<file path="src/rtl/core/cau_pkg.sv">
package cau_pkg;

	// Default part format: signed Q8.8.
	localparam int PART_WIDTH_DEF    = 16;
	localparam int FRACTION_BITS_DEF = 8;

	// Operation codes carried in the kind field of a request.
	localparam logic [1:0] KIND_ADD = 2'd0;
	localparam logic [1:0] KIND_SUB = 2'd1;
	localparam logic [1:0] KIND_MUL = 2'd2;
	localparam logic [1:0] KIND_DIV = 2'd3;

	// Control bits that travel with each request down the divider chain.
	typedef struct packed {
		logic div;     // request is a divide
		logic dz;      // divisor magnitude is zero
		logic run_re;  // real lane is being divided
		logic run_im;  // imaginary lane is being divided
		logic neg_re;  // sign of the real result
		logic neg_im;  // sign of the imaginary result
	} cau_ctrl_t;

endpackage

</file>
<file path="src/rtl/core/cau_cell.sv">
module cau_cell #(
	parameter int PART_WIDTH    = cau_pkg::PART_WIDTH_DEF,
	parameter int FRACTION_BITS = cau_pkg::FRACTION_BITS_DEF
) (
	input  logic                                  clk,
	input  logic                                  arst_n,
	input  logic                                  in_valid,
	output logic                                  in_ready,
	input  cau_pkg::cau_ctrl_t                    in_ctrl,
	input  logic [2*PART_WIDTH-1:0]               in_den,
	input  logic [2*PART_WIDTH-1:0]               in_a_re,
	input  logic [2*PART_WIDTH-1:0]               in_a_im,
	input  logic [2*PART_WIDTH+FRACTION_BITS-1:0] in_q_re,
	input  logic [2*PART_WIDTH+FRACTION_BITS-1:0] in_q_im,
	output logic                                  out_valid,
	input  logic                                  out_ready,
	output cau_pkg::cau_ctrl_t                    out_ctrl,
	output logic [2*PART_WIDTH-1:0]               out_den,
	output logic [2*PART_WIDTH-1:0]               out_a_re,
	output logic [2*PART_WIDTH-1:0]               out_a_im,
	output logic [2*PART_WIDTH+FRACTION_BITS-1:0] out_q_re,
	output logic [2*PART_WIDTH+FRACTION_BITS-1:0] out_q_im
);
	import cau_pkg::*;

	localparam int PW = PART_WIDTH;
	localparam int QW = 2*PW + FRACTION_BITS;

	logic            valid_q;
	cau_ctrl_t       ctrl_q;
	logic [2*PW-1:0] den_q, are_q, aim_q;
	logic [QW-1:0]   qre_q, qim_q;
	logic [2*PW-1:0] are_n, aim_n;
	logic [QW-1:0]   qre_n, qim_n;

	// One restoring division step: shift remainder and dividend, try to subtract.
	function automatic logic [2*PW+QW-1:0] step(input logic run, input logic [2*PW-1:0] a,
		input logic [QW-1:0] q, input logic [2*PW-1:0] d);
		logic [2*PW:0]   ash;
		logic [2*PW:0]   diff;
		logic            ge;
		logic [2*PW-1:0] an;
		logic [QW-1:0]   qn;
		ash  = {a, q[QW-1]};
		diff = ash - {1'b0, d};
		ge   = ash >= {1'b0, d};
		an   = ge ? diff[2*PW-1:0] : ash[2*PW-1:0];
		qn   = {q[QW-2:0], ge};
		return run ? {an, qn} : {a, q};
	endfunction

	assign {are_n, qre_n} = step(in_ctrl.run_re, in_a_re, in_q_re, in_den);
	assign {aim_n, qim_n} = step(in_ctrl.run_im, in_a_im, in_q_im, in_den);
	assign in_ready       = !valid_q || out_ready;

	// Handshake state of this cell.
	always_ff @(posedge clk or negedge arst_n) begin
		if (!arst_n) begin
			valid_q <= 1'b0;
		end else if (in_ready) begin
			valid_q <= in_valid;
		end
	end

	// Payload moves on with the step applied.
	always_ff @(posedge clk) begin
		if (in_ready && in_valid) begin
			ctrl_q <= in_ctrl;
			den_q  <= in_den;
			are_q  <= are_n;
			aim_q  <= aim_n;
			qre_q  <= qre_n;
			qim_q  <= qim_n;
		end
	end

	assign out_valid = valid_q;
	assign out_ctrl  = ctrl_q;
	assign out_den   = den_q;
	assign out_a_re  = are_q;
	assign out_a_im  = aim_q;
	assign out_q_re  = qre_q;
	assign out_q_im  = qim_q;

endmodule

</file>
<file path="config.mk">
export PLATFORM = sky130hd
export DESIGN_NAME = cau_cell
export DESIGN_NICKNAME = d
export VERILOG_FILES = /design/src/rtl/core/cau_pkg.sv /design/src/rtl/core/cau_cell.sv
export SDC_FILE = /design/constraint.sdc
export NUM_CORES = 1
export LEC_CHECK = 0
export ABC_CLOCK_PERIOD_IN_PS = 5050
export BUFFER_PORTS_ARGS = -buffer_cell sky130_fd_sc_hd__buf_2
export CAP_MARGIN = 20
export CELL_PAD_IN_SITES_DETAIL_PLACEMENT = 1
export CELL_PAD_IN_SITES_GLOBAL_PLACEMENT = 2
export CORE_MARGIN = 2
export CORE_UTILIZATION = 29
export CTS_CLUSTER_SIZE = 24
export DETAILED_ROUTE_END_ITERATION = 8
export GPL_TIMING_DRIVEN = 0
export PLACE_DENSITY = 0.78
export SYNTH_ARGS = -nofsm -noshare
export SYNTH_HDL_FRONTEND = slang
export SYNTH_SLANG_ARGS = --single-unit
</file>
<file path="constraint.sdc">
create_clock -name clk -period 5.05 [get_ports clk]
set_clock_uncertainty 0.2 [all_clocks]
set_input_delay 0.505 -clock clk [delete_from_list [all_inputs] [get_ports clk]]
set_output_delay 0.505 -clock clk [all_outputs]
set_load 0.005 [all_outputs]
</file>
==> results of run 1 <==
cells by family (layout without fill, tap and decap cells):
kind of cell	count (synthesis)	after routing
buffers and inverters	97	514
multiplexers	115	115
XOR/XNOR	56	56
flip-flops	183	183
AND/OR/NAND/NOR	248	248
other	0	7
AO/OA/AOI/OAI	274	274
adder cells (fa/ha/maj)	66	66
repair_timing:
action	4_1_cts	5_1_grt
hold buffers	14	0
endpoints found under the hold margin	14	0
endpoints found under the setup margin	0	0
worst reg2reg max path: stages, from the launching register on:
cell and delay, ns:
dfrtp_1 0.38, nand2b_1 0.11, and2_4 0.69, buf_16 0.39
metal layers:
metal | routed length (µm) | track usage [%] | up-vias
li1 | - | - | 4711
met1 | 18600 | 26.2 | 4811
met2 | 20300 | 34.8 | 297
met3 | 2000 | 3.95 | 45
met4 | 1040 | 7.27 | 2
met5 | 13 | 0 | -
cell type report:
cell class	instances	area [µm²]	area share (%)
sequential	183	5490	37.6
multi-input combinational	759	5430	37.1
timing repair buffer	385	2040	14.0
tap	518	648	4.43
clock buffer	17	425	2.91
buffer	47	194	1.33
inverter	50	188	1.28
clock inverter	15	183	1.25
antenna	7	17.5	0.120
power breakdown:
| part | leakage, nW | switching, mW | internal (mW) |
|---|---|---|---|
| clock network | 0.299 | 0.672 | 0.750 |
| registers | 1.74 | 0.0258 | 1.81 |
| logic | 4.21 | 0.646 | 0.469 |
| total | 6.24 | 1.34 | 3.03 |
layout by cell type (no fill, tap or decap), types with 37 or more instances in the layout:
master,n
a21o_1,37
a21oi_1,129
buf_2,374
clkbuf_1,38
edfxtp_1,182
ha_1,64
inv_1,49
mux2_2,80
nand2_1,43
nor2_1,97
sequential cells by signal (all words and copies together) (netlist names):
signal	flops
out_q_im	40
out_q_re	40
out_a_im	32
out_a_re	32
out_den	32
out_ctrl	6
out_valid	1
worst max-delay path by stage:
stage | cells after the start | endpoint | slack [ns]
finish | 15 | out_a_im[3] | 0.45
floorplan | 2 | out_a_im[0] | 1.50
CTS | 15 | out_a_im[3] | 0.52
detailed placement | 15 | out_a_im[31] | 0.39
global placement | 15 | out_a_im[3] | 0.39
global route | 15 | out_a_re[25] | 0.20
per-stage QoR:
stage / cell area, µm² / power [mW] / hold WS, ns
final: 14600 / 4.38 / 0.0302
after global routing: 14600 / 4.59 / 0.0178
after CTS: 14600 / 4.43 / 0.000822
after detailed placement: 13900 / 2.98 / 0.0863
after global placement: 13800 / 2.96 / 0.0869
after floorplan: 11300 / 2.54 / 0.00941
==> results.sh, run 1 <==
export IMPL_postRouteAntennaNets=0
export IMPL_worst_hold_path_type="in -> reg"
export IMPL_clk_path_buf_depth=2
export IMPL_path_buf_inv=5
export IMPL_finalHoldViolCount=0
export IMPL_setup_slack_ns=0.450
export IMPL_rsz0062_at_grt="no"
export IMPL_antenna_found_initial=8
export IMPL_grt_overflow=0
export IMPL_drive_gt1_share_pct=34.5
export IMPL_synth_cell_types=58
export IMPL_synthesis_nets=1291
export IMPL_cts_buffers=17
export IMPL_dr_pass1_iters=4
export IMPL_startpoint_type="input port"
export IMPL_yosys_area_share_simple_pct=10.3
export IMPL_cts_tree="built"
export IMPL_yosysWarnings=0
export IMPL_grt_max_degree=70
export IMPL_ios=370
export IMPL_routed_wl_um=42000
export IMPL_power_density_nw_per_um2=299
export IMPL_grt_first_pass_wirelength_um=62800
export IMPL_path_cells="dlygate4sd3_1 -> buf_2 -> inv_1 -> ha_1 -> a21oi_1 -> o31ai_1 -> a311o_1 -> a211oi_1 -> o31a_1 -> o21a_1 -> or2_1 -> buf_4 -> buf_4 -> mux2i_1 -> a21oi_1"
export IMPL_gp_congestion=0.895
export IMPL_critPathMaxStageDelay_ns=0.54
export IMPL_hold_path_depth=1
export IMPL_cellLeakagePower_nw=6.24
export IMPL_relSlewSlack_pct=26.7
export IMPL_critPathTopFamily="compound AO/OA/AOI/OAI gates"
export IMPL_die_h_um=201
export IMPL_ff2ff_path_depth=3
export IMPL_synth_cells=1039
export IMPL_layout_min_cycle_time_ns=4.60
export IMPL_synth_seq_cells=183
export IMPL_rows=72
export IMPL_postCtsSetupBuffers=0
export IMPL_slowest_stage="dlygate4sd3_1"
export IMPL_synth_largest_area_cell="edfxtp_1"
export IMPL_route_detailed_drc=0
export IMPL_grt_pass1_vias=10300
export IMPL_rr_startpoint="out_valid"
export IMPL_final_setup_tns_ns=0
export IMPL_synth_edf_count=182
export IMPL_synth_area_um2=11300
export IMPL_synth_area_leaders="edfxtp_1, mux2_2, ha_1"
export IMPL_initial_core_util_pct=29.3
export IMPL_synth_top_family_by_area="compound AO/OA/AOI/OAI gates"
export IMPL_clk_pin_slew_ns=0.07
export IMPL_avgSynthCellArea_um2=10.9
export IMPL_dp_slack_ns=0.389
export IMPL_timing_final_crit_share_pct=91.1
export IMPL_startpoint="in_den[6]"
export IMPL_finalSetupViolations=0
export IMPL_whs_endpoint="out_den[24]"
export IMPL_synthMuxAreaShare_pct=11.1
export IMPL_synthArstFlopShare_pct=0.546
export IMPL_utilization_pct=37.9
export IMPL_ys_top_cells_by_count="edfxtp_1, a21oi_1, nor2_1, mux2_2, ha_1"
export IMPL_core_region_area_um2=38600
export IMPL_synth_top_area_share_pct=48.4
export IMPL_num_vias=9866
export IMPL_r2r_end="out_a_im[8]"
export IMPL_arrival_ns=4.58
export IMPL_wl_per_cell_um=21.2
export IMPL_worstSetupPathType="in -> reg"
export IMPL_status="finished, final reports clean"
export IMPL_track_usage_pct=20.6
export IMPL_maxCapViolCount=0
export IMPL_chipWidth_um=201
export IMPL_yosysSeqAreaShare_pct=48.6
export IMPL_drtIter0Drc=541
export IMPL_hpwl_um=33700
export IMPL_tightest_slew_ns=1.09
export IMPL_die_area_um2=40600
export IMPL_drv_slew=0
export IMPL_synthAdderAreaFrac_pct=7.44
export IMPL_fmax_ghz=0.217
export IMPL_area_growth_pct=29.4
export IMPL_vdd_drop_max_mv=0.240
export IMPL_n_fill_cell=4459
export IMPL_place_inst=1928
export IMPL_worstHoldStart="in_den[24]"
export IMPL_viasPerCell=4.98
export IMPL_portBuffers=369
export IMPL_synth_compound_area_share_pct=14.9
export IMPL_cts_htree_levels=4
export IMPL_cts_resized=0
export IMPL_critPathCaptureType="flop"
export IMPL_crit_required_ns=5.03
export IMPL_nets=1695
export IMPL_clock_sinks=183
export IMPL_synthFlopType="edfxtp_1"
export IMPL_ff2ff_setup_slack_ns=2.87
export IMPL_clkLatencyLatePin_ns=0.47
export IMPL_crit_fanout=10
export IMPL_synth_xor_area_share_pct=4.34
export IMPL_final_cell_count_no_fill=1981
export IMPL_cts_root_buffer="clkbuf_16"
export IMPL_yosys_cell_count_top_type="edfxtp_1"
(Power assumes the default switching activity.)
==> run 2, diff against run 1 <==
--- a/config.mk
+++ b/config.mk
@@ -5,7 +5,7 @@
 export SDC_FILE = /design/constraint.sdc
 export NUM_CORES = 1
 export LEC_CHECK = 0
-export ABC_CLOCK_PERIOD_IN_PS = 5050
+export ABC_CLOCK_PERIOD_IN_PS = 3900
 export BUFFER_PORTS_ARGS = -buffer_cell sky130_fd_sc_hd__buf_2
 export CAP_MARGIN = 20
 export CELL_PAD_IN_SITES_DETAIL_PLACEMENT = 1
==> constraint.sdc (replaced) <==
create_clock -name clk -period 3.9 [get_ports clk]
set_clock_uncertainty 0.2 [all_clocks]
set_input_delay 0.39 -clock clk [delete_from_list [all_inputs] [get_ports clk]]
set_output_delay 0.39 -clock clk [all_outputs]
set_load 0.005 [all_outputs]
==> run 2 against run 1 <==
  * Global-route usage rose by 0.19 points
  * Clock power rose by 30%
  * First-iteration DRC count rose by 10%
  * Cell count rose by 1.8%
  * Flip-flop and latch count did not move
  * Via count rose by 1.3%
  * Register-to-register slack got worse by 1.1 ns
  * Count of clock-buffer cells in the layout did not move
  * Routed wire length rose by 1.0%
  * Critical path depth fell by 2
  * Sequential power rose by 29%
  * Non-clock buffer count rose by 36
==> results.sh, run 2 (synthesis results as in run 1) <==
export IMPL_cts_buffers=17
export IMPL_final_common_cell="buf_2"
export IMPL_holdWs_ns=0.0217
export IMPL_dp_slack_ns=-0.646
export IMPL_worstSetupPathType="in -> reg"
export IMPL_track_usage_pct=20.8
export IMPL_vdd_drop_max_mv=0.309
export IMPL_switching_share_pct=30.7
export IMPL_grt_overflow=0
export IMPL_critPathMaxStageDelay_ns=0.54
export IMPL_num_vias=9999
export IMPL_cellLeakagePower_nw=6.42
export IMPL_viasPerCell=4.96
export IMPL_mostFrequentLayoutCells="buf_2, edfxtp_1, a21oi_1"
export IMPL_crit_required_ns=3.89
export IMPL_critPathCaptureType="flop"
export IMPL_power_density_nw_per_um2=380
export IMPL_p_switching_mw=1.75
export IMPL_p_seq_share_pct=41.7
export IMPL_cts_htree_levels=4
export IMPL_postRouteAntennaNets=0
export IMPL_die_area_um2=40600
export IMPL_portBuffers=369
export IMPL_crit_fanout=10
export IMPL_finalSetupViolations=0
export IMPL_path_buf_inv=5
export IMPL_critPathTopFamily="buffers and inverters"
export IMPL_clk_pin_slew_ns=0.08
export IMPL_nets=1731
export IMPL_drv_slew=0
export IMPL_die_h_um=201
export IMPL_arrival_ns=3.73
export IMPL_grt_max_degree=70
export IMPL_layout_min_cycle_time_ns=3.73
export IMPL_route_detailed_drc=0
export IMPL_finalHoldViolCount=0
export IMPL_utilization_pct=38.9
export IMPL_rows=72
export IMPL_relSlewSlack_pct=39.5
export IMPL_area_growth_pct=32.9
export IMPL_antenna_found_initial=8
export IMPL_maxCapViolCount=0
export IMPL_dr_pass1_iters=4
export IMPL_startpoint_type="input port"
export IMPL_hpwl_um=33700
export IMPL_chipWidth_um=201
export IMPL_internal_power_mw=3.96
export IMPL_final_setup_tns_ns=0
export IMPL_cts_root_buffer="clkbuf_16"
export IMPL_wl_per_cell_um=21.1
export IMPL_clock_sinks=183
export IMPL_grt_first_pass_wirelength_um=63500
export IMPL_slowest_stage="dlygate4sd3_1"
export IMPL_p_comb_share_pct=26.0
export IMPL_clkLatencyLatePin_ns=0.46
export IMPL_drtIter0Drc=596
export IMPL_drive_gt1_share_pct=34.5
export IMPL_worst_hold_path_type="in -> reg"
export IMPL_path_cells="dlygate4sd3_1 -> buf_2 -> inv_1 -> ha_1 -> and3_1 -> a221oi_1 -> o21a_1 -> o21ai_1 -> o21ai_1 -> clkbuf_4 -> clkbuf_4 -> mux2i_1 -> a21oi_1"
export IMPL_setup_slack_ns=0.168
export IMPL_clk_path_buf_depth=2
export IMPL_n_fill_cell=4444
export IMPL_core_region_area_um2=38600
export IMPL_fmax_ghz=0.268
export IMPL_initial_core_util_pct=29.3
export IMPL_ios=370
export IMPL_power_total_mw=5.71
export IMPL_p_clk_share_pct=32.3
export IMPL_status="finished, final reports clean"
export IMPL_cts_tree="built"
export IMPL_grt_pass1_vias=10500
export IMPL_tightest_slew_ns=0.908
export IMPL_timing_final_crit_share_pct=95.7
export IMPL_gp_congestion=0.895
export IMPL_routed_wl_um=42500
-- run 2: cell types whose count changed in the layout (fill, tap and decap cells not counted), moves of 2 or more --
cell           delta
buf_2             -3
buf_4             +4
clkbuf_4          +3
dlygate4sd3_1    +32
clkbuf_1          -2
nor3_2            +2
nor3_1            -2
clkbuf_2          +2
-- run 2: what timing repair did --
action,in CTS,in global routing
endpoints found under the hold margin,43,1
hold buffers,45,1
setup buffers,0,4
pin swaps,0,1
endpoints found under the setup margin,30,62
gates resized for setup,1,14
-- run 2: final timing paths --
kind                                  from           end  slack, ns  depth (start not counted)
worst max register to register   out_valid  out_a_im[15]       1.73                          3
worst max-delay path            in_den[21]  out_a_re[21]       0.17                         13
worst min register to register   out_valid     out_valid       0.35                          2
max in group asynchronous           arst_n     out_valid       2.84                          3
min in group asynchronous           arst_n     out_valid       0.56                          3
worst min-delay path             in_den[0]    out_den[0]       0.02                          1
-- run 2: cell type report --
type                    count  area [µm²]  area share, %
repair buffers            421        2390           15.9
diodes                      7        17.5          0.117
clock inverters            15         183           1.22
flip-flops and latches    183        5490           36.6
well taps                 518         648           4.32
clock buffers              17         425           2.83
inverters                  50         188           1.25
plain buffers              47         204           1.36
multi-input cells         759        5470           36.4
-- run 2: worst register-to-register path, stage by stage (launching register included) --
cell	delay, ns
dfrtp_1	0.38
nand2b_1	0.11
and2_4	0.69
buf_16	0.39
-- run 2: power by group through the flow --
stage / Sequential, mW / Combinational [mW] / Clock, mW
final: 2.38 / 1.49 / 1.84
after global routing: 2.39 / 1.65 / 1.95
after CTS: 2.38 / 1.48 / 1.90
after detailed placement: 2.43 / 1.43 / 0
after global placement: 2.43 / 1.40 / 0
after floorplan: 2.45 / 0.841 / 0
-- run 2: per-layer routing --
layer  vias to the layer above  wire length, µm  share of wire, %  GRT usage [%]
li1                       4775                -                 -              -
met1                      4872            18700                44           26.4
met2                       304            20600                48           35.1
met3                        46             2120               5.0           3.92
met4                         2             1060               2.5           7.54
met5                         -               13             0.031              0
-- run 2: through the flow --
step,area (µm²),std cells
after floorplan,11300,1039
after global placement,13800,1926
after detailed placement,13900,1928
after CTS,14900,2005
after global routing,15000,2014
final,15000,2017
==> run 3, diff against run 2 <==
--- a/config.mk
+++ b/config.mk
@@ -12,6 +12,7 @@
 export CELL_PAD_IN_SITES_GLOBAL_PLACEMENT = 2
 export CORE_MARGIN = 2
 export CORE_UTILIZATION = 29
+export CTS_BUF_LIST = sky130_fd_sc_hd__clkbuf_4 sky130_fd_sc_hd__clkbuf_8
 export CTS_CLUSTER_SIZE = 24
 export DETAILED_ROUTE_END_ITERATION = 8
 export GPL_TIMING_DRIVEN = 0
==> run 3 against run 2 <==
  * Worst setup slack gained 0.011 ns
  * Routed wire length is 10% higher
  * Die area stayed put
  * Register-to-register slack lost 0.09 ns
==> results.sh, run 3 (synthesis results as in run 1) <==
export IMPL_grt_first_pass_wirelength_um=70100
export IMPL_vdd_drop_max_mv=0.218
export IMPL_relSlewSlack_pct=42.7
export IMPL_p_switching_mw=1.77
export IMPL_n_fill_cell=4428
export IMPL_drv_slew=0
export IMPL_crit_fanout=10
export IMPL_maxCapViolCount=0
export IMPL_p_seq_share_pct=43.7
export IMPL_cellLeakagePower_nw=6.88
export IMPL_fmax_ghz=0.269
export IMPL_clk_pin_slew_ns=0.11
export IMPL_wl_per_cell_um=21.8
export IMPL_critPathTopFamily="buffers and inverters"
export IMPL_power_density_nw_per_um2=338
export IMPL_arrival_ns=3.78
export IMPL_internal_power_mw=3.68
export IMPL_rsz0062_at_grt="no"
export IMPL_path_cells="dlygate4sd3_1 -> buf_2 -> inv_1 -> ha_1 -> and2_1 -> and3_1 -> a221oi_2 -> o21a_1 -> o21ai_1 -> o21ai_1 -> clkbuf_4 -> buf_4 -> mux2i_1 -> a21oi_1"
export IMPL_area_growth_pct=42.7
export IMPL_routed_wl_um=46700
export IMPL_clkLatencyLatePin_ns=0.53
export IMPL_dp_slack_ns=-0.646
export IMPL_route_detailed_drc=0
export IMPL_p_clk_share_pct=26.3
export IMPL_dr_pass1_iters=5
export IMPL_p_comb_share_pct=30.0
export IMPL_clock_sinks=183
export IMPL_place_inst=1928
export IMPL_drtIter0Drc=580
export IMPL_final_cell_count_no_fill=2146
export IMPL_path_buf_inv=5
export IMPL_slowest_stage="dlygate4sd3_1"
export IMPL_cts_htree_levels=4
export IMPL_final_area_um2=16100
export IMPL_portBuffers=369
export IMPL_chipWidth_um=201
export IMPL_worst_hold_path_type="in -> reg"
export IMPL_grt_max_degree=70
export IMPL_drive_gt1_share_pct=32.0
export IMPL_holdWs_ns=0.0421
export IMPL_timing_final_crit_share_pct=95.4
export IMPL_initial_core_util_pct=29.3
export IMPL_utilization_pct=41.8
export IMPL_cts_buffers=17
export IMPL_postRouteAntennaNets=0
export IMPL_antenna_found_initial=11
export IMPL_final_setup_tns_ns=0
export IMPL_track_usage_pct=22.9
export IMPL_num_vias=10700
export IMPL_cts_root_buffer="clkbuf_8"
export IMPL_switching_share_pct=32.5
export IMPL_final_common_cell="buf_2"
export IMPL_critPathMaxStageDelay_ns=0.57
export IMPL_dpl_cell_area_um2=13900
export IMPL_viasPerCell=4.98
export IMPL_mostFrequentLayoutCells="buf_2, edfxtp_1, dlygate4sd3_1"
export IMPL_setup_slack_ns=0.179
export IMPL_clk_path_buf_depth=2
export IMPL_grt_pass1_vias=11400
export IMPL_finalSetupViolations=0
export IMPL_worstSetupPathType="in -> reg"
export IMPL_nets=1861
export IMPL_die_h_um=201
export IMPL_grt_overflow=0
export IMPL_startpoint_type="input port"
export IMPL_layout_min_cycle_time_ns=3.72
export IMPL_finalHoldViolCount=0
export IMPL_critPathCaptureType="flop"
export IMPL_tightest_slew_ns=0.860
export IMPL_status="finished, final reports clean"
export IMPL_power_total_mw=5.46
export IMPL_crit_required_ns=3.96
export IMPL_hpwl_um=33700
export IMPL_cpMostUsedCell="o21ai_1"
export IMPL_die_area_um2=40600
export IMPL_ios=370
export IMPL_cts_tree="built"
export IMPL_core_region_area_um2=38600
export IMPL_rows=72
export IMPL_gp_congestion=0.895
## run 3: cell types whose count changed in the layout (fill, tap and decap cells not counted), moves of 3 or more
cell	delta
a221oi_1	-3
a221oi_2	+3
buf_4	+5
clkbuf_16	-17
clkbuf_8	+17
dlygate4sd3_1	+127
## run 3: cell type report
type	instances	area [µm²]	share of cell area (%)
Tap cell	518	648	4.02
Timing Repair Buffer	551	3690	22.9
Multi-Input combinational cell	759	5480	34.0
Clock buffer	17	234	1.45
Clock inverter	15	183	1.13
Inverter	50	188	1.16
Buffer	47	204	1.26
Antenna cell	6	15.0	0.0931
Sequential cell	183	5490	34.0
## run 3: path summary, 6_finish.rpt
path	start	end	slack, ns	cells after the start
worst max-delay path	in_den[23]	out_a_re[23]	0.18	14
worst min-delay path	in_a_re[5]	out_a_re[5]	0.04	3
worst max register to register	out_valid	out_a_im[15]	1.64	3
worst min register to register	out_valid	out_valid	0.97	3
max in group asynchronous	arst_n	out_valid	2.92	3
min in group asynchronous	arst_n	out_valid	0.48	3
## run 3: power groups by stage
stage | Combinational, mW | Sequential, mW | Clock (mW)
after floorplan | 0.841 | 2.45 | 0
after global placement | 1.40 | 2.43 | 0
after detailed placement | 1.43 | 2.43 | 0
after CTS | 1.60 | 2.38 | 1.47
after global routing | 1.80 | 2.40 | 1.54
final | 1.63 | 2.39 | 1.44
## run 3: repair_timing
item / CTS / global route
buffers inserted: 0 / 7
hold buffers: 173 / 0
gates resized for setup: 1 / 18
pin swaps: 0 / 3
endpoints found under the setup margin: 8 / 63
hold endpoints to repair: 147 / 0
## run 3: tightest hold or removal path: cells and delay by family
kind / cells / cell delay [ns]
AO/OA/AOI/OAI: 1 / 0.11
buffers and inverters: 1 / 0.11
AND/OR/NAND/NOR: 1 / 0.04
## run 3: routing by layer
| metal | vias to the layer above | track usage, % | share of wire (%) |
|---|---|---|---|
| met5 | - | 0 | 0.16 |
| met4 | 10 | 9.59 | 3.3 |
| li1 | 5040 | - | - |
| met1 | 5204 | 28.1 | 43 |
| met3 | 74 | 4.52 | 4.7 |
| met2 | 350 | 39.2 | 49 |
