$ cat src/rtl/core/cau_pkg.sv
package cau_pkg;

	// Default part format: signed Q8.8.
	localparam int PART_WIDTH_DEF    = 16;
	localparam int FRACTION_BITS_DEF = 8;

	// Operation codes carried in the kind field of a request.
	localparam logic [1:0] KIND_ADD = 2'd0;
	localparam logic [1:0] KIND_SUB = 2'd1;
	localparam logic [1:0] KIND_MUL = 2'd2;
	localparam logic [1:0] KIND_DIV = 2'd3;

	// Control bits that travel with each request down the divider chain.
	typedef struct packed {
		logic div;     // request is a divide
		logic dz;      // divisor magnitude is zero
		logic run_re;  // real lane is being divided
		logic run_im;  // imaginary lane is being divided
		logic neg_re;  // sign of the real result
		logic neg_im;  // sign of the imaginary result
	} cau_ctrl_t;

endpackage

$ cat src/rtl/core/cau_rsp_if.sv
interface cau_rsp_if #(
	parameter int PART_WIDTH = cau_pkg::PART_WIDTH_DEF
);
	logic                         valid;
	logic                         ready;
	logic signed [PART_WIDTH-1:0] result_real;
	logic signed [PART_WIDTH-1:0] result_imag;
	logic                         overflow;
	logic                         divide_by_zero;

	modport source (output valid, result_real, result_imag, overflow, divide_by_zero,
		input ready);
	modport sink (input valid, result_real, result_imag, overflow, divide_by_zero,
		output ready);
endinterface

$ cat src/rtl/core/cau_back.sv
module cau_back #(
	parameter int PART_WIDTH    = cau_pkg::PART_WIDTH_DEF,
	parameter int FRACTION_BITS = cau_pkg::FRACTION_BITS_DEF
) (
	input  logic                                  clk,
	input  logic                                  arst_n,
	input  logic                                  in_valid,
	output logic                                  in_ready,
	input  cau_pkg::cau_ctrl_t                    in_ctrl,
	input  logic [2*PART_WIDTH-1:0]               in_den,
	input  logic [2*PART_WIDTH-1:0]               in_a_re,
	input  logic [2*PART_WIDTH-1:0]               in_a_im,
	input  logic [2*PART_WIDTH+FRACTION_BITS-1:0] in_q_re,
	input  logic [2*PART_WIDTH+FRACTION_BITS-1:0] in_q_im,
	cau_rsp_if.source                             result
);
	import cau_pkg::*;

	localparam int PW = PART_WIDTH;
	localparam int QW = 2*PW + FRACTION_BITS;
	localparam logic [QW:0] NLIM = (QW+1)'(1) << (PW - 1);
	localparam logic [QW:0] PLIM = NLIM - (QW+1)'(1);
	localparam logic [QW:0] OVER = (QW+1)'(1) << PW;

	logic          valid_q;
	logic [PW-1:0] re_q, im_q;
	logic          ov_q, dz_q;
	logic [PW:0]   re_c, im_c;

	// Final rounding of a quotient, then clamp to the part range; returns {ov, value}.
	function automatic logic [PW:0] finish(input logic dz, input logic div, input logic run,
		input logic neg, input logic [2*PW-1:0] a, input logic [QW-1:0] q,
		input logic [2*PW-1:0] d);
		logic [QW:0] m;
		logic        ov;
		if (dz) begin
			m = '0;
		end else if (div && !run) begin
			m = OVER;
		end else if (run) begin
			m = (QW+1)'(q) + (QW+1)'({a, 1'b0} >= {1'b0, d});
		end else begin
			m = (QW+1)'(q);
		end
		ov = 1'b0;
		if (!neg && m > PLIM) begin
			m  = PLIM;
			ov = 1'b1;
		end else if (neg && m > NLIM) begin
			m  = NLIM;
			ov = 1'b1;
		end
		return neg ? {ov, PW'(-m)} : {ov, PW'(m)};
	endfunction

	assign re_c = finish(in_ctrl.dz, in_ctrl.div, in_ctrl.run_re, in_ctrl.neg_re,
		in_a_re, in_q_re, in_den);
	assign im_c = finish(in_ctrl.dz, in_ctrl.div, in_ctrl.run_im, in_ctrl.neg_im,
		in_a_im, in_q_im, in_den);
	assign in_ready = !valid_q || result.ready;

	// Output register holds the result until the receiver takes it.
	always_ff @(posedge clk or negedge arst_n) begin
		if (!arst_n) begin
			valid_q <= 1'b0;
		end else if (in_ready) begin
			valid_q <= in_valid;
		end
	end

	always_ff @(posedge clk) begin
		if (in_ready && in_valid) begin
			re_q <= re_c[PW-1:0];
			im_q <= im_c[PW-1:0];
			ov_q <= re_c[PW] | im_c[PW];
			dz_q <= in_ctrl.dz;
		end
	end

	assign result.valid          = valid_q;
	assign result.result_real    = re_q;
	assign result.result_imag    = im_q;
	assign result.overflow       = ov_q;
	assign result.divide_by_zero = dz_q;

endmodule

$ cat src/flat_wrapper.sv
// flat-port wrapper written by rule: the top's interface ports become plain ports
module cau_back_flat import cau_pkg::*;
#(
	parameter int PART_WIDTH    = cau_pkg::PART_WIDTH_DEF,
	parameter int FRACTION_BITS = cau_pkg::FRACTION_BITS_DEF
)
  (clk, arst_n, in_valid, in_ready, in_ctrl, in_den, in_a_re, in_a_im, in_q_re, in_q_im, result_valid, result_result_real, result_result_imag, result_overflow, result_divide_by_zero, result_ready);
  cau_rsp_if #(.PART_WIDTH(PART_WIDTH)) result_i ();
  input  logic clk;
  input  logic arst_n;
  input  logic in_valid;
  output logic in_ready;
  input  cau_pkg::cau_ctrl_t in_ctrl;
  input  logic [2*PART_WIDTH-1:0] in_den;
  input  logic [2*PART_WIDTH-1:0] in_a_re;
  input  logic [2*PART_WIDTH-1:0] in_a_im;
  input  logic [2*PART_WIDTH+FRACTION_BITS-1:0] in_q_re;
  input  logic [2*PART_WIDTH+FRACTION_BITS-1:0] in_q_im;
  output wire logic [$bits(result_i.valid)-1:0] result_valid;
  output wire logic [$bits(result_i.result_real)-1:0] result_result_real;
  output wire logic [$bits(result_i.result_imag)-1:0] result_result_imag;
  output wire logic [$bits(result_i.overflow)-1:0] result_overflow;
  output wire logic [$bits(result_i.divide_by_zero)-1:0] result_divide_by_zero;
  input wire logic [$bits(result_i.ready)-1:0] result_ready;
  assign result_valid = result_i.valid;
  assign result_result_real = result_i.result_real;
  assign result_result_imag = result_i.result_imag;
  assign result_overflow = result_i.overflow;
  assign result_divide_by_zero = result_i.divide_by_zero;
  assign result_i.ready = result_ready;
  cau_back #(.PART_WIDTH(PART_WIDTH), .FRACTION_BITS(FRACTION_BITS)) u_core (.clk(clk), .arst_n(arst_n), .in_valid(in_valid), .in_ready(in_ready), .in_ctrl(in_ctrl), .in_den(in_den), .in_a_re(in_a_re), .in_a_im(in_a_im), .in_q_re(in_q_re), .in_q_im(in_q_im), .result(result_i));
endmodule
$ cat config.mk
export PLATFORM = sky130hd
export DESIGN_NAME = cau_back_flat
export DESIGN_NICKNAME = d
export VERILOG_FILES = /design/src/rtl/core/cau_pkg.sv /design/src/rtl/core/cau_rsp_if.sv /design/src/rtl/core/cau_back.sv /design/src/flat_wrapper.sv
export SDC_FILE = /design/constraint.sdc
export NUM_CORES = 1
export LEC_CHECK = 0
export BUFFER_PORTS_ARGS = -buffer_cell sky130_fd_sc_hd__clkbuf_2
export CORE_MARGIN = 2
export CORE_UTILIZATION = 56
export CTS_CLUSTER_SIZE = 14
export DETAILED_ROUTE_END_ITERATION = 7
export PLACE_DENSITY = 0.95
export SYNTH_ARGS = -nofsm -noshare
export SYNTH_HDL_FRONTEND = slang
export SYNTH_SLANG_ARGS = --single-unit
$ cat constraint.sdc
create_clock -name clk -period 4.11 [get_ports clk]
set_input_delay 0.822 -clock clk [delete_from_list [all_inputs] [get_ports clk]]
set_output_delay 0.822 -clock clk [all_outputs]
set_load 0.02 [all_outputs]
==> flow_metrics.env, run 1 <==
export IMPL_ys_seq_area_frac=0.163
export IMPL_initial_core_util=0.569
export IMPL_grt_usage=0.753
export IMPL_die_h_microns=111
export IMPL_grt_max_degree=35
export IMPL_syn_area_sq_mm=0.00641
export IMPL_htree_num_levels=2
export IMPL_cts_path_max_buffers=2
export IMPL_die_w_microns=111
export IMPL_post_dp_hpwl_microns=20500
export IMPL_synth_seq_cells=35
export IMPL_ys_flop_type="edfxtp_1"
export IMPL_cts_sinks=35
export IMPL_syn_num_nets=1088
export IMPL_async_flop_share=0.0286
export IMPL_ios=222
export IMPL_grt_overflow=49
export IMPL_lastStage="5_1_grt"
export IMPL_crit_endpoint="u_core.result.result_real[8]$_DFFE_PP_/D"
export IMPL_place_gp_congestion=1.10
export IMPL_ctsHoldBuffers=0
export IMPL_avgSynthCellArea_sq_um=7.68
export IMPL_yosys_warnings=0
export IMPL_status="stopped before the end"
export IMPL_synth_cell_types=83
export IMPL_root_buffer="clkbuf_16"
export IMPL_synth_cells=834
export IMPL_rows=39
export IMPL_dpl_instance_area_sq_mm=0.00933
export IMPL_numCtsBuffers=5
export IMPL_stop_error="[ERROR GRT-0232] Routing congestion too high. Check the congestion heatmap in the GUI."
export IMPL_worstEndpointType="sequential cell input"
export IMPL_synth_enable_flop_cells=34
export IMPL_io_buffers=221
==> per-layer routing <==
metal,overflow,GRT usage
met1,0,0.714
met2,32,0.951
met3,1,0.589
met4,16,0.799
met5,0,0.250
==> per-stage QoR <==
stage               cells  hold slack [ps]  worst slack (ps)
global placement     1369              510             -1900
detailed placement   1369              601             -2130
CTS                  1403              311             -1600
floorplan             834              526             -1600
==> kinds of logic after synthesis <==
family                   after synthesis  share of synthesized area
AO/OA/AOI/OAI                        212                      0.239
XOR/XNOR                              37                     0.0506
adder cells (fa/ha/maj)               68                      0.133
buffers and inverters                 85                     0.0535
flip-flops                            35                      0.163
multiplexers                          17                     0.0277
AND/OR/NAND/NOR                      380                      0.333
==> cell usage after synthesis, drive strengths merged, types with 4 or more instances <==
library cell   n  area, sq um
nor2b         12         82.6
nor2          68          258
nor4b          4         35.0
a22oi         10         75.1
or4            6         45.0
o211ai         6         50.1
o21a          15          113
or2            6         37.5
or3            6         37.5
nand3         47          245
a2bb2oi        4         35.0
xnor2         22          193
mux2i         11          110
buf           13         72.6
o21ai         30          150
o2111ai        4         35.0
xor2          15          131
edfxtp        34         1020
inv           53          199
a211oi        10         80.1
clkbuf        19         71.3
and2          11         71.3
a31oi          6         43.8
a21o          33          248
a21oi         40          200
and3          15         93.8
mux2           6         67.6
and4          12          105
nand4b         4         35.0
o31ai          8         60.1
nor4          21          184
nor3          36          185
nand2b        15         96.3
ha            68          851
o31a           4         35.0
o22ai          6         37.5
nand4         45          309
nand2         63          236
==> repair_timing <==
action	in CTS
resized for setup	81
endpoints found under the setup margin	33
gates cloned	2
hold endpoints to repair	0
pin swaps	66
buffers inserted	33
==> run 2: changes to the inputs <==
--- a/config.mk
+++ b/config.mk
@@ -7,10 +7,9 @@
 export LEC_CHECK = 0
 export BUFFER_PORTS_ARGS = -buffer_cell sky130_fd_sc_hd__clkbuf_2
 export CORE_MARGIN = 2
-export CORE_UTILIZATION = 56
-export CTS_CLUSTER_SIZE = 14
+export CORE_UTILIZATION = 40
 export DETAILED_ROUTE_END_ITERATION = 7
-export PLACE_DENSITY = 0.95
+export PLACE_DENSITY_LB_ADDON = 0.15
 export SYNTH_ARGS = -nofsm -noshare
 export SYNTH_HDL_FRONTEND = slang
 export SYNTH_SLANG_ARGS = --single-unit
==> run 2 against run 1 <==
Compared with the run above:
- the flow now finishes, with violations (setup timing)
- synthesized cell count is the same
- synthesized area did not move
==> flow_metrics.env, run 2 <==
export IMPL_status="complete, but fails checks"
export IMPL_violations="setup timing"
export IMPL_drv_slew=0
export IMPL_worstMarginPinSlew_ps=714
export IMPL_antenna_left=0
export IMPL_fin_crit_sh=1.40
export IMPL_vdd_drop_max_mv=0.213
export IMPL_post_dp_hpwl_microns=19000
export IMPL_clk_latency_ps=300
export IMPL_r2r_start="u_core.result.valid"
export IMPL_max_slew_margin=0.524
export IMPL_worst_setup_path_end_kind="flip-flop"
export IMPL_syn_area_sq_mm=0.00641
export IMPL_period_needed_ps=5770
export IMPL_hold_violations=0
export IMPL_grt_max_degree=35
export IMPL_syn_num_nets=1088
export IMPL_mostFrequentLayoutCell="buf_4"
export IMPL_grt_overflow=0
export IMPL_clk_pin_slew_ps=50
export IMPL_rsz0062_at_grt="yes"
export IMPL_cp_max_fo=6
export IMPL_async_flop_share=0.0286
export IMPL_reg2regPathDepth=3
export IMPL_slowest_stage="or4_4"
export IMPL_synth_top_cell_by_area="edfxtp_1"
export IMPL_p_leak_uw=0.00523
export IMPL_die_area_sq_mm=0.0170
export IMPL_root_buffer="clkbuf_16"
export IMPL_whs_ps=293
export IMPL_cp_slowest_stage_delay_ps=480
export IMPL_routed_wl_microns=24100
export IMPL_cts_sinks=35
export IMPL_setup_viol=33
export IMPL_postLayoutCellArea_sq_mm=0.0109
export IMPL_synthTopCellsByArea="edfxtp_1 16%, ha_1 13%, nand4_1 4.1%"
export IMPL_core_sq_mm=0.0158
export IMPL_rows=46
export IMPL_ys_seq_area_frac=0.163
export IMPL_worstSetupPathType="input pin to flip-flop"
export IMPL_synth_cells=834
export IMPL_mostFrequentLayoutCells="264 x buf_4, 219 x clkbuf_2, 67 x nor2_1"
export IMPL_max_freq_mhz=173
export IMPL_ctsHoldBuffers=0
export IMPL_yosys_cell_count_top_type="ha_1"
export IMPL_path_common_cell="o21a_1"
export IMPL_ios=222
export IMPL_cp_depth=31
export IMPL_synth_top_area_share=0.159
export IMPL_cts_tree="yes"
export IMPL_skew_ps=7.40
export IMPL_grt_pass1_vias=7830
export IMPL_die_h_microns=131
export IMPL_cap_viol_max_count=0
export IMPL_antenna_found_initial=0
export IMPL_dpl_instance_area_sq_mm=0.00967
export IMPL_synth_cell_types=83
export IMPL_crit_family="compound AO/OA/AOI/OAI gates"
export IMPL_ys_flop_type="edfxtp_1"
export IMPL_yosys_warnings=0
export IMPL_synth_commonest_cells="68 x ha_1, 67 x nor2_1, 63 x nand2_1"
export IMPL_die_w_microns=131
export IMPL_vias=8388
export IMPL_hold_path_class="input pin to asynchronous set/reset pin"
export IMPL_area_growth_pct=69.9
export IMPL_wl_per_cell_microns=15.7
export IMPL_startpoint_type="input pin"
export IMPL_htree_num_levels=2
export IMPL_worstSetupStartpoint="in_den[1]"
export IMPL_required_ps=4120
export IMPL_nFillCells=1343
export IMPL_powerDensity_mw_per_mm2=174
export IMPL_initial_core_util=0.406
export IMPL_place_gp_congestion=0.943
export IMPL_diodes=0
export IMPL_first_pass_iters=6
export IMPL_synth_enable_flop_cells=34
export IMPL_drc=0
export IMPL_num_nets_final=1570
export IMPL_avgSynthCellArea_sq_um=7.68
export IMPL_io_buffers=221
export IMPL_via_per_inst=5.47
export IMPL_grt_pass1_wl_microns=37000
export IMPL_worst_slack_ps=-1660
export IMPL_drt_iter0_markers=456
export IMPL_drive_gt1_frac=0.497
export IMPL_numCtsBuffers=5
export IMPL_grt_usage=0.267
export IMPL_synth_seq_cells=35
export IMPL_worst_path_buf_inv=6
export IMPL_cts_path_max_buffers=2
export IMPL_cp_data_arrival_time_ps=5780
## run 2: cell counts after synthesis
No cell type changed its count.
## run 2: cell families after synthesis
group,share of synthesized area
adders and majority gates,0.133
buffers and inverters,0.0535
muxes,0.0277
AOI/OAI and AO/OA,0.239
xor gates and xnor gates,0.0506
DFF,0.163
and+or+nand+nor,0.333
## run 2: cell type report
cell class,count,area [sq um],area share
timing repair buffer,507,3400,0.312
inverter,53,226,0.0208
multi-input combinational,714,5770,0.530
sequential,35,1050,0.0961
clock buffer,5,125,0.0115
tap,216,270,0.0248
clock inverter,3,43.8,0.00402
## run 2: where the power goes
group	total, uW	leakage [uW]	internal, uW	switching (uW)
clock network	441	0.0000838	286	155
logic	1020	0.00482	511	511
registers	435	0.000325	429	6.41
## run 2: metrics by stage
step / setup slack [ps] / total power (uW) / TNS [ps] / std cells / utilization
after floorplan: -1600 / 912 / -35900 / 834 / -
after global placement: -2050 / 1310 / -53680 / 1475 / 0.613
after detailed placement: -2130 / 1320 / -55340 / 1475 / 0.613
after CTS: -1530 / 1820 / -38730 / 1520 / 0.660
after global routing: -1940 / 2010 / -49490 / 1533 / 0.690
final: -1660 / 1900 / -40490 / 1533 / 0.690
## run 2: path summary, 6_finish.rpt
| kind | end | slack (ps) |
|---|---|---|
| worst min-delay path | u_core.result.valid | 290 |
| min in group clk | u_core.result.valid | 530 |
| worst min register to register | u_core.result.valid | 530 |
| worst max-delay path | u_core.result.result_real[12] | -1660 |
| worst max register to register | u_core.result.result_real[8] | 2750 |
| max in group asynchronous | u_core.result.valid | 3730 |
## run 2: routing by layer
layer / vias to the layer above / wire [microns] / track usage
li1: 4167 / - / -
met1: 3859 / 9910 / 0.325
met2: 311 / 12000 / 0.490
met3: 51 / 1410 / 0.0346
met4: 0 / 705 / 0.0826
met5: - / 0 / 0
## run 2: repair_timing
| action | in CTS | in global routing |
|---|---|---|
| setup endpoints to repair | 33 | 33 |
| cloned | 0 | 1 |
| resized for setup | 52 | 72 |
| setup buffers | 38 | 20 |
| pin swaps | 63 | 37 |
(Power assumes the default switching activity.)
==> run 3: changes to the inputs <==
--- a/config.mk
+++ b/config.mk
@@ -8,6 +8,7 @@
 export BUFFER_PORTS_ARGS = -buffer_cell sky130_fd_sc_hd__clkbuf_2
 export CORE_MARGIN = 2
 export CORE_UTILIZATION = 40
+export CTS_BUF_LIST = sky130_fd_sc_hd__clkbuf_8
 export DETAILED_ROUTE_END_ITERATION = 7
 export PLACE_DENSITY_LB_ADDON = 0.15
 export SYNTH_ARGS = -nofsm -noshare
==> run 3 against run 2 <==
Compared with the run above:
- the run still ends with setup timing left
- core utilization decreased by 0.71 points
- total power decreased by 7.5%
- die area stayed put
- register-to-register slack is essentially flat
- combinational power is essentially flat
- worst hold slack gained 1.7 ps
- worst setup slack better by 78 ps
- critical path depth did not move
- non-clock buffer count up 2
- fmax rose by 1.4%
- highest routed layer unchanged
==> flow_metrics.env, run 3 (synthesis results as in run 2) <==
export IMPL_routed_top_layer="met4"
export IMPL_max_freq_mhz=176
export IMPL_dr_wl_met2_microns=12000
export IMPL_crit_family="compound AO/OA/AOI/OAI gates"
export IMPL_ios=222
export IMPL_numCtsBuffers=5
export IMPL_cp_data_arrival_time_ps=5810
export IMPL_whs_ps=294
export IMPL_clk_latency_ps=300
export IMPL_required_ps=4230
export IMPL_num_nets_final=1572
export IMPL_vias=8338
export IMPL_grt_pass1_wl_microns=37200
export IMPL_tns_ps=-39870
export IMPL_via_per_inst=5.43
export IMPL_area_growth_pct=68.1
export IMPL_worst_setup_path_end_kind="flip-flop"
export IMPL_grt_usage=0.267
export IMPL_worst_path_buf_inv=5
export IMPL_powerDensity_mw_per_mm2=163
export IMPL_cts_tree="yes"
export IMPL_post_dp_hpwl_microns=19000
export IMPL_status="complete, but fails checks"
export IMPL_htree_num_levels=2
export IMPL_violations="setup timing"
export IMPL_hold_path_class="input pin to asynchronous set/reset pin"
export IMPL_multi_input_area_sq_mm=0.00570
export IMPL_wl_met1_microns=9900
export IMPL_grt_max_degree=35
export IMPL_rows=46
export IMPL_cp_slowest_stage_delay_ps=480
export IMPL_cts_path_max_buffers=2
export IMPL_ctsHoldBuffers=0
export IMPL_drv_slew=0
export IMPL_antenna_left=0
export IMPL_die_h_microns=131
export IMPL_first_pass_iters=6
export IMPL_drive_gt1_frac=0.495
export IMPL_root_buffer="clkbuf_8"
export IMPL_core_sq_mm=0.0158
export IMPL_p_leak_uw=0.00518
export IMPL_postLayoutCellArea_sq_mm=0.0108
export IMPL_routed_wl_microns=23900
export IMPL_antenna_found_initial=0
export IMPL_fin_crit_sh=1.38
export IMPL_die_w_microns=131
export IMPL_dpl_instance_area_sq_mm=0.00967
export IMPL_worstSetupPathType="input pin to flip-flop"
export IMPL_grt_pass1_vias=7921
export IMPL_met3_wirelength_microns=1390
export IMPL_startpoint_type="input pin"
export IMPL_regArea_sq_mm=0.00105
export IMPL_path_common_cell="o21a_1"
export IMPL_die_area_sq_mm=0.0170
export IMPL_slowest_stage="or4_4"
export IMPL_cts_sinks=35
export IMPL_initial_core_util=0.406
export IMPL_drt_iter0_markers=504
export IMPL_setup_viol=33
export IMPL_nFillCells=1371
export IMPL_drc=0
export IMPL_mostFrequentLayoutCell="buf_4"
export IMPL_period_needed_ps=5690
export IMPL_max_slew_margin=0.529
export IMPL_hold_violations=0
export IMPL_mostFrequentLayoutCells="259 x buf_4, 219 x clkbuf_2, 66 x nor2_1"
export IMPL_worst_slack_ps=-1580
export IMPL_cap_viol_max_count=0
export IMPL_worstMarginPinSlew_ps=707
export IMPL_grt_overflow=0
export IMPL_io_buffers=221
export IMPL_vdd_drop_max_mv=0.177
export IMPL_place_gp_congestion=0.943
export IMPL_skew_ps=15.1
export IMPL_cp_max_fo=7
export IMPL_worstSetupStartpoint="in_den[1]"
export IMPL_diodes=0
export IMPL_clk_pin_slew_ps=70
export IMPL_wl_per_cell_microns=15.5
export IMPL_r2r_start="u_core.result.valid"
export IMPL_rsz0062_at_grt="yes"
[run 3: final cells by class]
cell class / instances / share of cell area
clock buffer: 5 / 0.00639
clock inverter: 3 / 0.00406
inverter: 53 / 0.0210
multi-input combinational: 714 / 0.529
sequential: 35 / 0.0971
tap: 216 / 0.0251
timing repair buffer: 509 / 0.317
[run 3: final timing paths]
| path | end | slack, ps | cells past startpoint |
|---|---|---|---|
| worst min register to register | u_core.result.valid | 530 | 2 |
| min in group clk | u_core.result.valid | 530 | 2 |
| worst max register to register | u_core.result.result_real[8] | 2760 | 3 |
| max in group asynchronous | u_core.result.valid | 3730 | 1 |
| worst min-delay path | u_core.result.valid | 290 | 1 |
| worst max-delay path | u_core.result.result_real[10] | -1580 | 31 |
[run 3: repair_timing]
action,CTS,global route
setup endpoints to repair,33,33
resized for setup,78,51
cloned,1,0
pin swaps,63,48
setup buffers,46,17
[run 3: layer usage]
layer,GRT usage,vias to the layer above
met5,0,-
met3,0.0342,45
met1,0.322,3832
li1,-,4164
met4,0.0726,0
met2,0.499,297
[run 3: worst register-to-register path, stage by stage, from the launching register on]
cell      delay [ps]
dfrtp_1          380
nand2b_1         100
and2_1           130
buf_4            380
[run 3: where the power goes]
group,switching [uW],total [uW],internal (uW)
combinational,504,1010,505
clock,132,313,181
sequential,6.33,434,428
[run 3: metrics by stage]
stage	worst slack, ps	instances	total power (uW)	utilization
after global routing	-1930	1535	1870	0.683
after detailed placement	-2130	1475	1320	0.613
after floorplan	-1600	834	912	-
final	-1580	1535	1760	0.683
after CTS	-1480	1525	1710	0.665
after global placement	-2050	1475	1310	0.613
==> run 4: changes to the inputs <==
--- a/config.mk
+++ b/config.mk
@@ -5,6 +5,7 @@
 export SDC_FILE = /design/constraint.sdc
 export NUM_CORES = 1
 export LEC_CHECK = 0
+export ABC_AREA = 1
 export BUFFER_PORTS_ARGS = -buffer_cell sky130_fd_sc_hd__clkbuf_2
 export CORE_MARGIN = 2
 export CORE_UTILIZATION = 40
==> run 4 against run 3 <==
Compared with the run above:
- the flow still finishes with violations (setup timing)
- non-clock buffer count fell by 104
- register-to-register slack worse by 310 ps
- worst setup slack better by 780 ps
- total power fell by 3.4%
- die area grew 18%
- critical endpoint is now u_core.result.result_real[12]
- via count up 20%
- clock power down 18%
- clock-buffer cell count is the same
- fmax rose by 16%
- critical path depth up 3
==> flow_metrics.env, run 4 <==
export IMPL_synth_top_area_share=0.222
export IMPL_initial_core_util=0.408
export IMPL_first_pass_iters=5
export IMPL_vias=10000
export IMPL_fin_crit_sh=1.20
export IMPL_synth_cell_types=49
export IMPL_required_ps=4160
export IMPL_syn_area_sq_mm=0.00760
export IMPL_worstSetupPathType="input pin to flip-flop"
export IMPL_grt_usage=0.280
export IMPL_cp_data_arrival_time_ps=4970
export IMPL_synth_enable_flop_cells=34
export IMPL_grt_pass1_vias=9513
export IMPL_cts_sinks=35
export IMPL_period_needed_ps=4920
export IMPL_synth_seq_cells=35
export IMPL_slowest_stage="ha_1"
export IMPL_post_dp_hpwl_microns=23900
export IMPL_htree_num_levels=2
export IMPL_yosys_warnings=0
export IMPL_worstSetupStartpoint="in_den[16]"
export IMPL_numCtsBuffers=5
export IMPL_cp_max_fo=5
export IMPL_dpl_instance_area_sq_mm=0.0102
export IMPL_io_buffers=221
export IMPL_drive_gt1_frac=0.397
export IMPL_area_growth_pct=54.5
export IMPL_p_leak_uw=0.00608
export IMPL_cap_viol_max_count=0
export IMPL_drt_iter0_markers=452
export IMPL_antenna_found_initial=0
export IMPL_syn_num_nets=1606
export IMPL_die_h_microns=142
export IMPL_root_buffer="clkbuf_8"
export IMPL_synth_cells=1352
export IMPL_avgSynthCellArea_sq_um=5.62
export IMPL_antenna_left=0
export IMPL_ios=222
export IMPL_num_nets_final=2001
export IMPL_nFillCells=1811
export IMPL_worst_setup_path_end_kind="flip-flop"
export IMPL_drc=0
export IMPL_yosys_cell_count_top_type="nand2_1"
export IMPL_synth_commonest_cells="450 x nand2_1, 195 x inv_1, 181 x nor2_1"
export IMPL_diodes=0
export IMPL_wl_per_cell_microns=14.7
export IMPL_cts_path_max_buffers=2
export IMPL_via_per_inst=5.05
export IMPL_vdd_drop_max_mv=0.108
export IMPL_tns_ps=-20300
export IMPL_grt_overflow=0
export IMPL_worst_slack_ps=-806
export IMPL_skew_ps=11.4
export IMPL_mostFrequentLayoutCell="nand2_1"
export IMPL_violations="setup timing"
export IMPL_mostFrequentLayoutCells="381 x nand2_1, 219 x clkbuf_2, 176 x inv_1"
export IMPL_clk_pin_slew_ps=80
export IMPL_drv_slew=0
export IMPL_place_gp_congestion=0.946
export IMPL_r2r_start="u_core.result.valid"
export IMPL_rows=50
export IMPL_max_freq_mhz=203
export IMPL_setup_viol=33
export IMPL_synthTopCellsByArea="nand2_1 22%, edfxtp_1 13%, ha_1 11%"
export IMPL_place_ws_ps=-1120
export IMPL_clk_latency_ps=300
export IMPL_cts_tree="yes"
export IMPL_hold_path_class="input pin to asynchronous set/reset pin"
export IMPL_synth_top_cell_by_area="nand2_1"
export IMPL_powerDensity_mw_per_mm2=145
export IMPL_ys_flop_type="edfxtp_1"
export IMPL_async_flop_share=0.0286
export IMPL_status="complete, but fails checks"
export IMPL_path_common_cell="nand3_2"
export IMPL_hold_violations=0
export IMPL_core_sq_mm=0.0186
export IMPL_rsz0062_at_grt="yes"
export IMPL_startpoint_type="input pin"
export IMPL_worstMarginPinSlew_ps=1040
export IMPL_cp_slowest_stage_delay_ps=290
export IMPL_die_w_microns=142
export IMPL_die_area_sq_mm=0.0201
export IMPL_routed_wl_microns=29100
export IMPL_ctsHoldBuffers=0
export IMPL_max_slew_margin=0.303
export IMPL_postLayoutCellArea_sq_mm=0.0117
export IMPL_grt_pass1_wl_microns=45600
export IMPL_grt_max_degree=35
export IMPL_ys_seq_area_frac=0.138
## run 4: per-layer routing
layer	up-vias	GRT usage	part of all wire
met5	-	0	0
met4	0	0.0695	0.022
met3	50	0.0408	0.062
met2	327	0.506	0.49
met1	4489	0.349	0.43
li1	5148	-	-
## run 4: cell families after synthesis
| kind of cell | Yosys count | synth area share |
|---|---|---|
| simple gates | 915 | 0.541 |
| buf+inv | 223 | 0.117 |
| compound gates | 91 | 0.0695 |
| fa+ha+maj | 68 | 0.112 |
| flops | 35 | 0.138 |
| xor+xnor | 20 | 0.0231 |
## run 4: timing repair
action,4_1_cts,5_1_grt
gates cloned,1,0
setup buffers,27,24
endpoints found under the setup margin,33,33
gates resized for setup,148,114
pin swaps,112,116
endpoints found under the hold margin,0,0
## run 4: per-stage QoR
| stage | util | cells | total power, uW | hold WS, ps |
|---|---|---|---|---|
| after floorplan | - | 1352 | 917 | 526 |
| after global placement | 0.548 | 1926 | 1280 | 569 |
| after detailed placement | 0.548 | 1926 | 1280 | 580 |
| after CTS | 0.598 | 1961 | 1620 | 271 |
| after global routing | 0.630 | 1982 | 1810 | 273 |
| final | 0.630 | 1982 | 1700 | 276 |
## run 4: critical path: cells and delay by family
kind,cells,cell delay [ps]
adders and majority gates,3,610
and+or+nand+nor,19,2230
buffers and inverters,8,790
AOI/OAI and AO/OA,4,490
## run 4: worst paths after layout
kind                       cells past startpoint  slack, ps                       endpoint
hold / removal                                 1        280            u_core.result.valid
hold reg to reg                                2        590            u_core.result.valid
min in group clk                               2        590            u_core.result.valid
setup reg to reg                               1       2450   u_core.result.result_real[7]
max in group asynchronous                      1       3750            u_core.result.valid
setup / recovery                              34       -810  u_core.result.result_real[12]
## run 4: where the power goes
| part | switching, uW | internal [uW] | total (uW) |
|---|---|---|---|
| Clock | 140 | 118 | 258 |
| Sequential | 6.84 | 428 | 435 |
| Combinational | 576 | 427 | 1000 |
## run 4: layout make-up
cell class	instances	area [sq um]	area share
inverters	206	811	0.0691
repair buffers	405	2690	0.229
multi-input cells	1094	6810	0.580
clock buffers	5	68.8	0.00586
flip-flops and latches	35	1050	0.0891
clock inverters	3	20.0	0.00171
well taps	234	293	0.0249
